File: src/rtl/assert_macros.svh
// ---------------------------------------------------------------------------
// Assertion macros
// Shared concurrent assertion forms for the radix printer RTL.
// ---------------------------------------------------------------------------
`ifndef ASSERT_MACROS_SVH
`define ASSERT_MACROS_SVH

`ifndef NO_ASSERTIONS

`define ASSERT_ALWAYS(label, clk, rst, expr) \
   label: assert property (@(posedge clk) disable iff (rst) (expr)) \
      else $error("assertion failed");

`define ASSERT_IMPLIES(label, clk, rst, ante, cons) \
   label: assert property (@(posedge clk) disable iff (rst) (ante) |-> (cons)) \
      else $error("assertion failed");

`define ASSERT_NEXT(label, clk, rst, ante, cons) \
   label: assert property (@(posedge clk) disable iff (rst) (ante) |=> (cons)) \
      else $error("assertion failed");

`else

`define ASSERT_ALWAYS(label, clk, rst, expr)
`define ASSERT_IMPLIES(label, clk, rst, ante, cons)
`define ASSERT_NEXT(label, clk, rst, ante, cons)

`endif

`endif

File: src/rtl/ibd_pkg.sv
`timescale 1ns / 1ps
// ---------------------------------------------------------------------------
// Radix printer package
// Sizes, types, character codes and helpers shared by the printer modules.
// ---------------------------------------------------------------------------
package ibd_pkg;

   localparam int NUMBER_BITS   = 32;
   localparam int MAX_RADIX     = 62;
   localparam int CHAR_BITS     = 7;
   localparam int CHARS_PER_REG = 9;
   localparam int CHAR_REGS     = 7;
   localparam int ALPHA_SLOTS   = CHARS_PER_REG * CHAR_REGS;
   localparam int CSR_WIDTH     = CHAR_BITS * CHARS_PER_REG;
   localparam int CSR_INDEX_BITS = 3;
   localparam int DIGIT_BITS    = $clog2(ALPHA_SLOTS);
   localparam int LANE_BITS     = $clog2(NUMBER_BITS);
   localparam int COUNT_BITS    = $clog2(NUMBER_BITS + 1);

   typedef logic [CHAR_BITS-1:0]   char_type;
   typedef logic [DIGIT_BITS-1:0]  digit_type;
   typedef char_type [ALPHA_SLOTS-1:0] alphabet_type;

   // Register indexes of the configuration port.
   localparam logic [CSR_INDEX_BITS-1:0] CSR_ALPHA_LENGTH = CSR_INDEX_BITS'(CHAR_REGS);

   localparam char_type CH_MINUS   = 7'h2D;
   localparam char_type CH_LOWER_A = 7'h61;
   localparam char_type CH_LOWER_Z = 7'h7A;
   localparam char_type CH_UPPER_A = 7'h41;
   localparam char_type CH_UPPER_Z = 7'h5A;
   localparam char_type CH_ZERO    = 7'h30;
   localparam char_type CH_NINE    = 7'h39;

   typedef enum logic [2:0] {
      ST_IDLE,
      ST_CHECK,
      ST_CONVERT,
      ST_LEAD,
      ST_DIGITS
   } state_type;

   typedef struct packed {
      logic done;
      logic ok;
   } chk_status_type;

   function automatic logic is_alnum(input char_type c);
      return ((c >= CH_LOWER_A) && (c <= CH_LOWER_Z)) ||
             ((c >= CH_UPPER_A) && (c <= CH_UPPER_Z)) ||
             ((c >= CH_ZERO) && (c <= CH_NINE));
   endfunction

endpackage

File: src/rtl/ibd_alpha_chk.sv
`timescale 1ns / 1ps
// ---------------------------------------------------------------------------
// Alphabet checker
// Checks the length is 2 to 62, then scans the alphabet in use one character
// a cycle, checking each is a letter or digit and repeats none before it.
// ---------------------------------------------------------------------------
module ibd_alpha_chk (
   input  logic                   clock,
   input  logic                   reset,
   input  logic                   start,
   input  ibd_pkg::alphabet_type  alphabet,
   input  ibd_pkg::digit_type     length,
   output ibd_pkg::chk_status_type status
);
   import ibd_pkg::*;

   logic      running_ff, running_in;
   logic      done_ff, done_in;
   logic      ok_ff, ok_in;
   logic      bad_ff, bad_in;
   digit_type idx_ff, idx_in;

   char_type  cur;
   logic      hit;
   logic      bad_next;
   logic      len_bad;

   always_comb begin
      cur = alphabet[idx_ff];
      hit = 1'b0;
      // Each slot below the current one is compared in parallel.
      for (int j = 0; j < ALPHA_SLOTS; j++) begin
         if ((DIGIT_BITS'(j) < idx_ff) && (alphabet[j] == cur)) begin
            hit = 1'b1;
         end
      end
      bad_next = bad_ff | ~is_alnum(cur) | hit;
      len_bad  = (length < DIGIT_BITS'(2)) || (length > DIGIT_BITS'(MAX_RADIX));
   end

   always_comb begin
      running_in = running_ff;
      done_in    = 1'b0;
      ok_in      = ok_ff;
      bad_in     = bad_ff;
      idx_in     = idx_ff;
      if (start) begin
         idx_in = '0;
         bad_in = 1'b0;
         if (len_bad) begin
            done_in = 1'b1;
            ok_in   = 1'b0;
         end else begin
            running_in = 1'b1;
         end
      end else if (running_ff) begin
         bad_in = bad_next;
         if (idx_ff == length - DIGIT_BITS'(1)) begin
            running_in = 1'b0;
            done_in    = 1'b1;
            ok_in      = ~bad_next;
         end else begin
            idx_in = idx_ff + DIGIT_BITS'(1);
         end
      end
   end

   always_ff @(posedge clock) begin
      if (reset) begin
         running_ff <= 1'b0;
         done_ff    <= 1'b0;
         ok_ff      <= 1'b0;
      end else begin
         running_ff <= running_in;
         done_ff    <= done_in;
         ok_ff      <= ok_in;
      end
      bad_ff <= bad_in;
      idx_ff <= idx_in;
   end

   assign status.done = done_ff;
   assign status.ok   = ok_ff;

endmodule

File: src/rtl/ibd_digit_conv.sv
`timescale 1ns / 1ps
// ---------------------------------------------------------------------------
// Radix digit converter
// Takes the magnitude in one bit a cycle while shift is high, top bit first,
// and keeps it as base-radix digit cells that double and add on every bit.
// ---------------------------------------------------------------------------
module ibd_digit_conv (
   input  logic                               clock,
   input  logic                               reset,
   input  logic                               clear,
   input  logic                               shift,
   input  logic                               bit_in,
   input  ibd_pkg::digit_type                 radix,
   input  logic [ibd_pkg::LANE_BITS-1:0]      rd_index,
   output ibd_pkg::digit_type                 rd_digit,
   output logic [ibd_pkg::COUNT_BITS-1:0]     count
);
   import ibd_pkg::*;

   digit_type [NUMBER_BITS-1:0] lanes_ff, lanes_in;
   logic [COUNT_BITS-1:0]       count_ff, count_in;

   logic [NUMBER_BITS-1:0] gen;
   logic [NUMBER_BITS-1:0] prop;
   logic [NUMBER_BITS:0]   sum;
   logic [NUMBER_BITS:0]   carry;
   logic [DIGIT_BITS:0]    dbl;
   logic [DIGIT_BITS:0]    twice;

   // A cell carries out when 2d + cin reaches the radix. That is certain when
   // 2d alone reaches it, and depends on cin when 2d is one short. The ripple
   // is then an ordinary carry chain, resolved here with one adder.
   always_comb begin
      for (int k = 0; k < NUMBER_BITS; k++) begin
         gen[k]  = {lanes_ff[k], 1'b0} >= {1'b0, radix};
         prop[k] = {lanes_ff[k], 1'b1} == {1'b0, radix};
      end
      sum   = {1'b0, gen | prop} + {1'b0, gen} + {{NUMBER_BITS{1'b0}}, bit_in};
      carry = sum ^ {1'b0, gen | prop} ^ {1'b0, gen};
   end

   always_comb begin
      lanes_in = lanes_ff;
      count_in = count_ff;
      dbl      = '0;
      twice    = '0;
      if (clear) begin
         lanes_in = '0;
         count_in = '0;
      end else if (shift) begin
         for (int k = 0; k < NUMBER_BITS; k++) begin
            twice = {lanes_ff[k], carry[k]};
            dbl   = carry[k+1] ? (twice - {1'b0, radix}) : twice;
            lanes_in[k] = dbl[DIGIT_BITS-1:0];
         end
         // The top significant cell moves up exactly when it carries out.
         count_in = count_ff + {{(COUNT_BITS-1){1'b0}}, carry[count_ff]};
      end
   end

   always_ff @(posedge clock) begin
      if (reset) begin
         count_ff <= '0;
      end else begin
         count_ff <= count_in;
      end
      lanes_ff <= lanes_in;
   end

   assign rd_digit = lanes_ff[rd_index];
   assign count    = count_ff;

endmodule

File: src/rtl/integer_to_base_digits.sv
`timescale 1ns / 1ps
// ---------------------------------------------------------------------------
// Integer to radix text
// Prints a signed 32-bit integer as characters from a configured alphabet.
// ---------------------------------------------------------------------------
// An item is taken when start is high while busy is low. Its characters come
// out one per cycle, each shown for a single cycle with rsp_strobe high; the
// receiver cannot hold them off, so it must take every strobed character.
// A '-' leads a negative value and rsp_last marks the final digit. An item
// feeds the magnitude bit by bit, top bit first, into the digit cells, then
// locates the leading digit (the '-' is sent from that step), then sends the
// digits from the most significant down. The first item after any
// configuration write also waits for the alphabet scan, which stops at the
// length check when the length is illegal.
// With an illegal alphabet an item is taken and gives no characters.
// ---------------------------------------------------------------------------
`include "assert_macros.svh"

module integer_to_base_digits (
   input  logic                                clock,
   input  logic                                reset,
   input  logic                                start,
   output logic                                busy,
   input  logic signed [ibd_pkg::NUMBER_BITS-1:0] req_number,
   output logic                                rsp_strobe,
   output ibd_pkg::char_type                   rsp_character,
   output logic                                rsp_last,
   input  logic                                csr_write,
   input  logic [ibd_pkg::CSR_INDEX_BITS-1:0]  csr_index,
   input  logic [ibd_pkg::CSR_WIDTH-1:0]       csr_wdata
);
   import ibd_pkg::*;

   state_type state_ff, state_in;

   logic [CSR_WIDTH-1:0] char_regs_ff [CHAR_REGS];
   digit_type            alpha_len_ff;

   logic [NUMBER_BITS-1:0] mag_ff, mag_in;
   logic                   neg_ff, neg_in;
   logic [LANE_BITS-1:0]   cnt_ff, cnt_in;
   logic [LANE_BITS-1:0]   idx_ff, idx_in;
   logic                   dirty_ff, dirty_in;
   logic                   ok_ff, ok_in;
   logic                   rsp_strobe_ff, rsp_strobe_in;
   char_type               rsp_char_ff, rsp_char_in;
   logic                   rsp_last_ff, rsp_last_in;

   alphabet_type           alphabet;
   logic                   accept;
   logic                   chk_start;
   chk_status_type         chk_status;
   logic                   conv_shift;
   digit_type              conv_digit;
   logic [COUNT_BITS-1:0]  conv_count;
   logic [NUMBER_BITS-1:0] req_bits;

   // ------------------------------------------------------------------
   // Configuration registers
   // ------------------------------------------------------------------
   always_ff @(posedge clock) begin
      if (reset) begin
         for (int r = 0; r < CHAR_REGS; r++) begin
            char_regs_ff[r] <= '0;
         end
         alpha_len_ff <= '0;
      end else if (csr_write) begin
         if (csr_index < CSR_ALPHA_LENGTH) begin
            char_regs_ff[csr_index] <= csr_wdata;
         end else begin
            alpha_len_ff <= csr_wdata[DIGIT_BITS-1:0];
         end
      end
   end

   always_comb begin
      for (int r = 0; r < CHAR_REGS; r++) begin
         for (int s = 0; s < CHARS_PER_REG; s++) begin
            alphabet[r*CHARS_PER_REG + s] = char_regs_ff[r][CHAR_BITS*s +: CHAR_BITS];
         end
      end
   end

   // ------------------------------------------------------------------
   // Datapath parts
   // ------------------------------------------------------------------
   ibd_alpha_chk u_chk (
      .clock  (clock),
      .reset  (reset),
      .start  (chk_start),
      .alphabet (alphabet),
      .length (alpha_len_ff),
      .status (chk_status)
   );

   ibd_digit_conv u_conv (
      .clock    (clock),
      .reset    (reset),
      .clear    (accept),
      .shift    (conv_shift),
      .bit_in   (mag_ff[NUMBER_BITS-1]),
      .radix    (alpha_len_ff),
      .rd_index (idx_ff),
      .rd_digit (conv_digit),
      .count    (conv_count)
   );

   // ------------------------------------------------------------------
   // Sequencer
   // ------------------------------------------------------------------
   assign busy     = (state_ff != ST_IDLE);
   assign accept   = start && !busy;
   assign req_bits = req_number;

   always_ff @(posedge clock) begin
      if (reset) begin
         state_ff      <= ST_IDLE;
         dirty_ff      <= 1'b0;
         ok_ff         <= 1'b0;
         rsp_strobe_ff <= 1'b0;
      end else begin
         state_ff      <= state_in;
         dirty_ff      <= dirty_in;
         ok_ff         <= ok_in;
         rsp_strobe_ff <= rsp_strobe_in;
      end
      mag_ff      <= mag_in;
      neg_ff      <= neg_in;
      cnt_ff      <= cnt_in;
      idx_ff      <= idx_in;
      rsp_char_ff <= rsp_char_in;
      rsp_last_ff <= rsp_last_in;
   end

   always_comb begin
      state_in      = state_ff;
      mag_in        = mag_ff;
      neg_in        = neg_ff;
      cnt_in        = cnt_ff;
      idx_in        = idx_ff;
      dirty_in      = dirty_ff;
      ok_in         = ok_ff;
      rsp_strobe_in = 1'b0;
      rsp_char_in   = rsp_char_ff;
      rsp_last_in   = 1'b0;
      chk_start     = 1'b0;
      conv_shift    = 1'b0;

      unique case (state_ff)
         ST_IDLE: begin
            if (start) begin
               neg_in = req_bits[NUMBER_BITS-1];
               // The most negative value negates to itself, which read
               // unsigned is exactly its magnitude.
               mag_in = req_bits[NUMBER_BITS-1] ? (~req_bits + NUMBER_BITS'(1)) : req_bits;
               cnt_in = LANE_BITS'(NUMBER_BITS - 1);
               if (dirty_ff) begin
                  chk_start = 1'b1;
                  state_in  = ST_CHECK;
               end else if (ok_ff) begin
                  state_in = ST_CONVERT;
               end
            end
         end
         ST_CHECK: begin
            if (chk_status.done) begin
               dirty_in = 1'b0;
               ok_in    = chk_status.ok;
               state_in = chk_status.ok ? ST_CONVERT : ST_IDLE;
            end
         end
         ST_CONVERT: begin
            conv_shift = 1'b1;
            mag_in     = {mag_ff[NUMBER_BITS-2:0], 1'b0};
            cnt_in     = cnt_ff - LANE_BITS'(1);
            if (cnt_ff == '0) begin
               state_in = ST_LEAD;
            end
         end
         ST_LEAD: begin
            // Zero still prints one digit.
            idx_in = (conv_count == '0) ? '0 : LANE_BITS'(conv_count - COUNT_BITS'(1));
            if (neg_ff) begin
               rsp_strobe_in = 1'b1;
               rsp_char_in   = CH_MINUS;
            end
            state_in = ST_DIGITS;
         end
         ST_DIGITS: begin
            rsp_strobe_in = 1'b1;
            rsp_char_in   = alphabet[conv_digit];
            rsp_last_in   = (idx_ff == '0);
            idx_in        = idx_ff - LANE_BITS'(1);
            if (idx_ff == '0) begin
               state_in = ST_IDLE;
            end
         end
         default: begin
            state_in = ST_IDLE;
         end
      endcase

      if (csr_write) begin
         dirty_in = 1'b1;
      end
   end

   assign rsp_strobe    = rsp_strobe_ff;
   assign rsp_character = rsp_char_ff;
   assign rsp_last      = rsp_last_ff;

   // ------------------------------------------------------------------
   // Assertions
   // ------------------------------------------------------------------
   `ASSERT_IMPLIES(a_strobe_needs_ok, clock, reset, rsp_strobe, ok_ff)
   `ASSERT_IMPLIES(a_last_ends_item, clock, reset, rsp_strobe && rsp_last, state_ff == ST_IDLE)
   `ASSERT_NEXT(a_accept_goes_busy, clock, reset, accept && (dirty_ff || ok_ff), busy)
   `ASSERT_IMPLIES(a_digit_in_range, clock, reset, state_ff == ST_DIGITS,
                   ({1'b0, idx_ff} < conv_count) || (idx_ff == '0))
   `ASSERT_IMPLIES(a_digit_below_radix, clock, reset, state_ff == ST_DIGITS,
                   conv_digit < alpha_len_ff)

endmodule
File: config.mk
export PLATFORM = sky130hd
export DESIGN_NAME = integer_to_base_digits
export DESIGN_NICKNAME = d
export VERILOG_FILES = /design/src/rtl/ibd_pkg.sv /design/src/rtl/ibd_alpha_chk.sv /design/src/rtl/ibd_digit_conv.sv /design/src/rtl/integer_to_base_digits.sv
export VERILOG_INCLUDE_DIRS = /design/src /design/src/rtl
export SDC_FILE = /design/constraint.sdc
export NUM_CORES = 2
export LEC_CHECK = 0
export BUFFER_PORTS_ARGS = -buffer_cell sky130_fd_sc_hd__buf_2
export CELL_PAD_IN_SITES_DETAIL_PLACEMENT = 1
export CELL_PAD_IN_SITES_GLOBAL_PLACEMENT = 1
export CORE_MARGIN = 4
export CORE_UTILIZATION = 30
export CTS_BUF_LIST = sky130_fd_sc_hd__clkbuf_16
export DETAILED_ROUTE_END_ITERATION = 7
export PLACE_DENSITY_LB_ADDON = 0.1
export SYNTH_ARGS = -nofsm -noshare
export SYNTH_HDL_FRONTEND = slang
export SYNTH_SLANG_ARGS = --single-unit
File: constraint.sdc
create_clock -name clock -period 9.7 [get_ports clock]
set_input_delay 1.455 -clock clock [delete_from_list [all_inputs] [get_ports clock]]
set_output_delay 1.455 -clock clock [all_outputs]
set_load 0.02 [all_outputs]
Word-level counts from Yosys, hierarchy flattened
Memory sizes are Yosys's and may differ from the RTL's.
Cells that the tools add are included.
Widths: inputs -> output; s select.

word-level totals
  flip-flop bits (word level) = 271
  bits in latches = 0
  RAM bits = 441
  ROM bits = 0
  input port bits = 102
  memories kept = 1

memory list
  memory        words  bits a word  read ports  clocked after memory_dff  write ports  RTL line                      text
  char_regs_ff  7      63           7           0                         7            integer_to_base_digits.sv:36  logic [CSR_WIDTH-1:0] char_regs_ff [CHAR_REGS];

cells by class
  add/subtract/negate cells = 41
  multiply operators = 0
  divide/modulo/power cells = 0
  order comparisons = 108
  eq/ne operators = 108
  shift-type cells = 0
  multiplexer cells = 150
  bitwise gates (word level) = 10
  reductions and logical operators = 93

operators by type and width
  cell                   number
  $eq 7x7->1             63
  $eq 7x6->1             32
  $ge 7x6->1             32
  $mux 6                 33
  $sub 6x6->6            32
  $lt 6x6->1 const A     31
  $lt 5x6->1 const A     16
  $mux 1                 91
  $bmux 7 s6             2
  $logic_and 1x1->1      67
  $xor 33x32->33         2
  $mux 32                2
  $pmux 32 s2            1
  $mux 63                1
  $reduce_or 63->1       1
  $lt 4x6->1 const A     8
  $add 32x32->33         1
  $add 33x1->33          1
  $add 32x1->32 const B  1
  $not 32->32            1
  $or 32x32->32          1
  $bmux 6 s5             1
  $lt 3x6->1 const A     4
  $lt 6x7->1 const B     3
  43 further kinds       83

Longest topological paths before layout
An unclocked memory read counts as a cell.

  depth after elaboration = 73
  mapped depth = 26
  mapped depth without buffers = 25

Hierarchy
A second synthesis with hierarchy kept.

unflattened totals
  cells, all modules = 5436
  area total of the unflattened synthesis = 52786.9 sq um

by module, submodules not included
  module                  times used  cells each  area each (sq um)
  integer_to_base_digits  1           1781        22654.2
  ibd_digit_conv          1           2321        19308.5
  ibd_alpha_chk           1           1334        10824.1

Worst setup path before layout
OpenSTA, ideal clock, no wires.

  kind = flip-flop to flip-flop
  start = register alpha_len_ff[1]
  end = register u_conv.lanes_ff[160] (netlist bit)
  arrival time = 7103 ps
  data required time = 9571 ps
  path slack = 2468 ps
  stages on the path, launching flop included = 23
  clock period less this slack = 7232 ps
  path through = dfxtp_1 -> inv_1 -> ha_1 -> nor2b_1 -> o21ai_0 -> or4b_1 -> or4_1 -> nor3_1 -> o211ai_1 -> nand4_2 -> nand2_2 -> o21ai_2 -> a41oi_1 -> buf_2 -> ha_1 -> fa_1 -> inv_1 -> a21o_1 -> a21oi_1 -> xor2_1 -> nor2_1 -> a21oi_1 -> o21ai_0

between the ends
  longest elaborated chain between the ends = 8

RTL lines
  item                                             RTL line                                    text
  from (decl)                                      integer_to_base_digits.sv:37                digit_type alpha_len_ff;
  from (signal assigned)                           integer_to_base_digits.sv:71                alpha_len_ff <= csr_wdata[DIGIT_BITS-1:0];
  $ge 7x6->1 / $eq 7x6->1 (equally long branches)  ibd_digit_conv.sv:35, ibd_digit_conv.sv:36
  $or 32x32->32                                    ibd_digit_conv.sv:38, ibd_digit_conv.sv:39
  $add 32x32->33                                   ibd_digit_conv.sv:38                        sum = {1'b0, gen | prop} + {1'b0, gen} + {{NUMBER_BITS{1'b0}}, bit_in};
  $add 33x1->33                                    ibd_digit_conv.sv:38
  $xor 33x32->33 (2 in series)                     ibd_digit_conv.sv:39                        carry = sum ^ {1'b0, gen | prop} ^ {1'b0, gen};
  $sub 6x6->6                                      ibd_digit_conv.sv:53                        dbl = carry[k+1] ? (twice - {1'b0, radix}) : twice;
  $mux 6 *                                         ibd_digit_conv.sv:53
  to (signal assigned)                             ibd_digit_conv.sv:67                        lanes_ff <= lanes_in;
  to (decl)                                        ibd_digit_conv.sv:20                        digit_type [NUMBER_BITS-1:0] lanes_ff, lanes_in;

Every way passes the cells marked *; elsewhere a longest branch is shown, timed or not.
A chain may end at the register's enable or synchronous reset.

Worst setup path after layout
  start = register alpha_len_ff[1]
  end = register u_conv.count_ff[4], in the netlist u_conv.count[4]

between the ends
  longest elaborated chain between the ends = 9

RTL lines
  item                                             RTL line                                    text
  $ge 7x6->1 / $eq 7x6->1 (equally long branches)  ibd_digit_conv.sv:35, ibd_digit_conv.sv:36
  $or 32x32->32                                    ibd_digit_conv.sv:38, ibd_digit_conv.sv:39
  $add 32x32->33                                   ibd_digit_conv.sv:38
  $add 33x1->33                                    ibd_digit_conv.sv:38
  $xor 33x32->33                                   ibd_digit_conv.sv:39
  $xor 33x32->33 *                                 ibd_digit_conv.sv:39
  $bmux 1 s6 *                                     ibd_digit_conv.sv:57                        count_in = count_ff + {{(COUNT_BITS-1){1'b0}}, carry[count_ff]};
  $mux 1 (not written as such) *                   ibd_digit_conv.sv:57
  $add 6x1->6 *                                    ibd_digit_conv.sv:57
  to (signal assigned)                             ibd_digit_conv.sv:65                        count_ff <= count_in;
  to (decl)                                        ibd_digit_conv.sv:21                        logic [COUNT_BITS-1:0] count_ff, count_in;

Every way passes the cells marked *; elsewhere a longest branch is shown, timed or not. The select of a mux whose other input is x is not followed.

==> metrics.txt <==
Reg clk slew, reported paths=0.06 ns; critical path type=register to register; Ys Warns=0; Post-CTS Setup Bufs=0; first-pass iteration count of the detailed router=6; Mapped Avg Cell Area=9.18 µm²; worst slew pin tran=between 1 and 1.5 ns; WL per Instance=32.6 µm; largest net degree at the start of global routing=approximately 210; Max rail drop VDD=around 220 µV; dpl hpwl=193000 µm; Placed Area=55100 µm²; fillers=19900; htree depth=3; GR peak layer=met2; reg2reg start=alpha_len_ff[1]; ANT nets after route=0; sequential fraction of the synthesis area=between 30% and 40%; endpoints failing hold=0; root buf cell=clkbuf_16; PortBufs=111; row count=152; Final Cycle Share=70.1%; violated checks=max-capacitance violations; worst hold path type=register to register; 1st-iter DRT viols=4925; Die Height=425 µm; gr usage total=28.3%; final setup skew=between 0.03 and 0.04 ns; latest clock arrival within the worst-skew pair=~0.74 ns; Max Clock Freq=147 MHz; setup tns final=0 ns; Die ar.=between 150000 and 200000 µm²; PostCTS Resize Cnt=0; initial antenna violation count=40; Initial Util=30.3%; fin. max-slew vios=0; CTS Buffer Depth=3; final net count=5980; first-pass GRT wire length=around 370000 µm; Synth cell types=96; Post-Layout Inst Area=a little under 60000 µm²; Pwr per Cell Area=approximately 290 nW/µm²; most frequent cells in the layout=nand2_1, nor2_1, edfxtp_1; Leak Pwr=around 0.022 µW; Async SR Flop Fraction=0%; post-layout minimum cycle time=between 6 and 7 ns; met2 usage=42.8%; crit start category=register; met1 Track Usage GR=40.0%; most common cell after layout, fill and taps aside=nand2_1; Mapped Nets=approximately 6000; via count=46500; routability cong.=0.998; core area=between 150000 and 200000 µm²; CTS Buf Count=94; hold buffers post-CTS=0; crit path DAT=7.42 ns; share of cells above drive strength 1=approximately a tenth; CTS tree=done; final wirelength=262000 µm; TritonCTS Sinks=712; Primary FF master, synth=edfxtp_1; Critical Path Start=alpha_len_ff[1]; Critical Path End Type=register; status=finished with violations; Hold Startpoint=ok_ff; worst-path fanout max=25; DRC violations left=0; max-cap violations=1; Fin Hold WS=between 0.4 and 0.5 ns; Die X=425 µm; RSZ-0062 raised after global routing=false; Slew HR=0.503%; overflow left after global routing=0; endpoints failing setup=0; Post-Syn Instances=5687; GRT met3 Usage=approximately 5.4%; Synth-to-Final Area Change=11.6%; synthesized cell area=52200 µm²; EDFF count, synth=428; vias in the first global route=around 46000; Seq cells post-synth=712; CP Data Required Time=10.32 ns; Via density=5.79; IO Count=112
## cells by family after synthesis
kind of cell / Yosys count / share of synthesized area (%)
compound gates: 1192 / 14.3
mux: 432 / 11.6
buf+inv: 588 / 5.04
xor+xnor: 607 / 10.2
fa+ha+maj: 236 / 6.12
simple gates: 1920 / 17.2
flops: 712 / 35.5
## registers in the layout (all words and copies together) (netlist names)
register	cells
char_regs_ff	441
u_conv.lanes_ff	192
mag_ff	32
rsp_character	7
alpha_len_ff	6
u_chk.idx_ff	6
u_conv.count	6
cnt_ff	5
idx_ff	5
state_ff	3
dirty_ff	1
neg_ff	1
ok_ff	1
rsp_last	1
rsp_strobe	1
u_chk.bad_ff	1
u_chk.done_ff	1
u_chk.ok_ff	1
u_chk.running_ff	1
## Yosys cell counts, types with 204 or more instances
library cell | number | area share [%]
nand2_1 | 686 | 4.9
ha_1 | 204 | 4.9
edfxtp_1 | 428 | 25
o21ai_0 | 346 | 3.3
inv_1 | 213 | 1.5
dfxtp_1 | 284 | 11
nand3_1 | 241 | 2.3
xnor2_1 | 284 | 4.8
nor2_1 | 456 | 3.3
a21oi_1 | 335 | 3.2
mux2i_1 | 273 | 5.2
clkbuf_1 | 212 | 1.5
xor2_1 | 323 | 5.4
## cell type report
class                   count  area (µm²)  share of cell area [%]
diodes                     10        25.0                  0.0430
flip-flops and latches    712       18600                    31.9
inverters                 215         807                    1.39
repair buffers            232        1600                    2.75
clock inverters            77         742                    1.27
clock buffers              95        2380                    4.08
multi-input cells        4387       31300                    53.6
well taps                2310        2890                    4.96
## power by group
group,total (µW),switching (µW),internal (µW)
registers,4250,600,3650
clock network,3700,1600,2100
logic,8770,5470,3290
## through the flow
step	utilization [%]	std cells	total power (µW)	setup WS, ns
2_1_floorplan	-	5687	10200	2.47
3_3_place_gp	32.0	7855	12900	2.90
3_5_place_dp	32.0	7856	13000	2.92
4_1_cts	33.8	8028	16700	2.93
5_1_grt	33.8	8032	17800	2.29
6_report	33.8	8038	16700	2.90
## final timing paths
| path | end | depth (start not counted) | slack (ns) |
|---|---|---|---|
| worst min register to register | ok_ff | 2 | 0.49 |
| worst max-delay path | u_conv.count[4] | 21 | 2.90 |
| worst max register to register | u_conv.count[4] | 21 | 2.90 |
| worst min-delay path | ok_ff | 2 | 0.49 |
## layer usage
layer,vias to the layer above,part of all wire [%]
met5,-,0.012
met2,1896,43
li1,20400,-
met3,441,7.8
met1,23800,45
met4,4,4.1
## critical path, stage by stage (launching register included)
cell and delay (ns):
dfxtp_4 0.43, inv_2 0.28, buf_4 0.55, ha_1 0.35, a21o_1 0.16, a21o_1 0.17
a41oi_1 0.38, o211ai_1 0.30, a211oi_4 0.77, o31a_1 0.24, buf_4 0.21, o31a_1 0.59
a31oi_1 0.18, a21boi_0 0.68, nor4_1 0.18, nor4_1 0.38, a211oi_2 0.12, ha_1 0.21
ha_1 0.19, nand4_1 0.10, xor2_1 0.15, nor2_1 0.05
(Power assumes the default switching activity.)
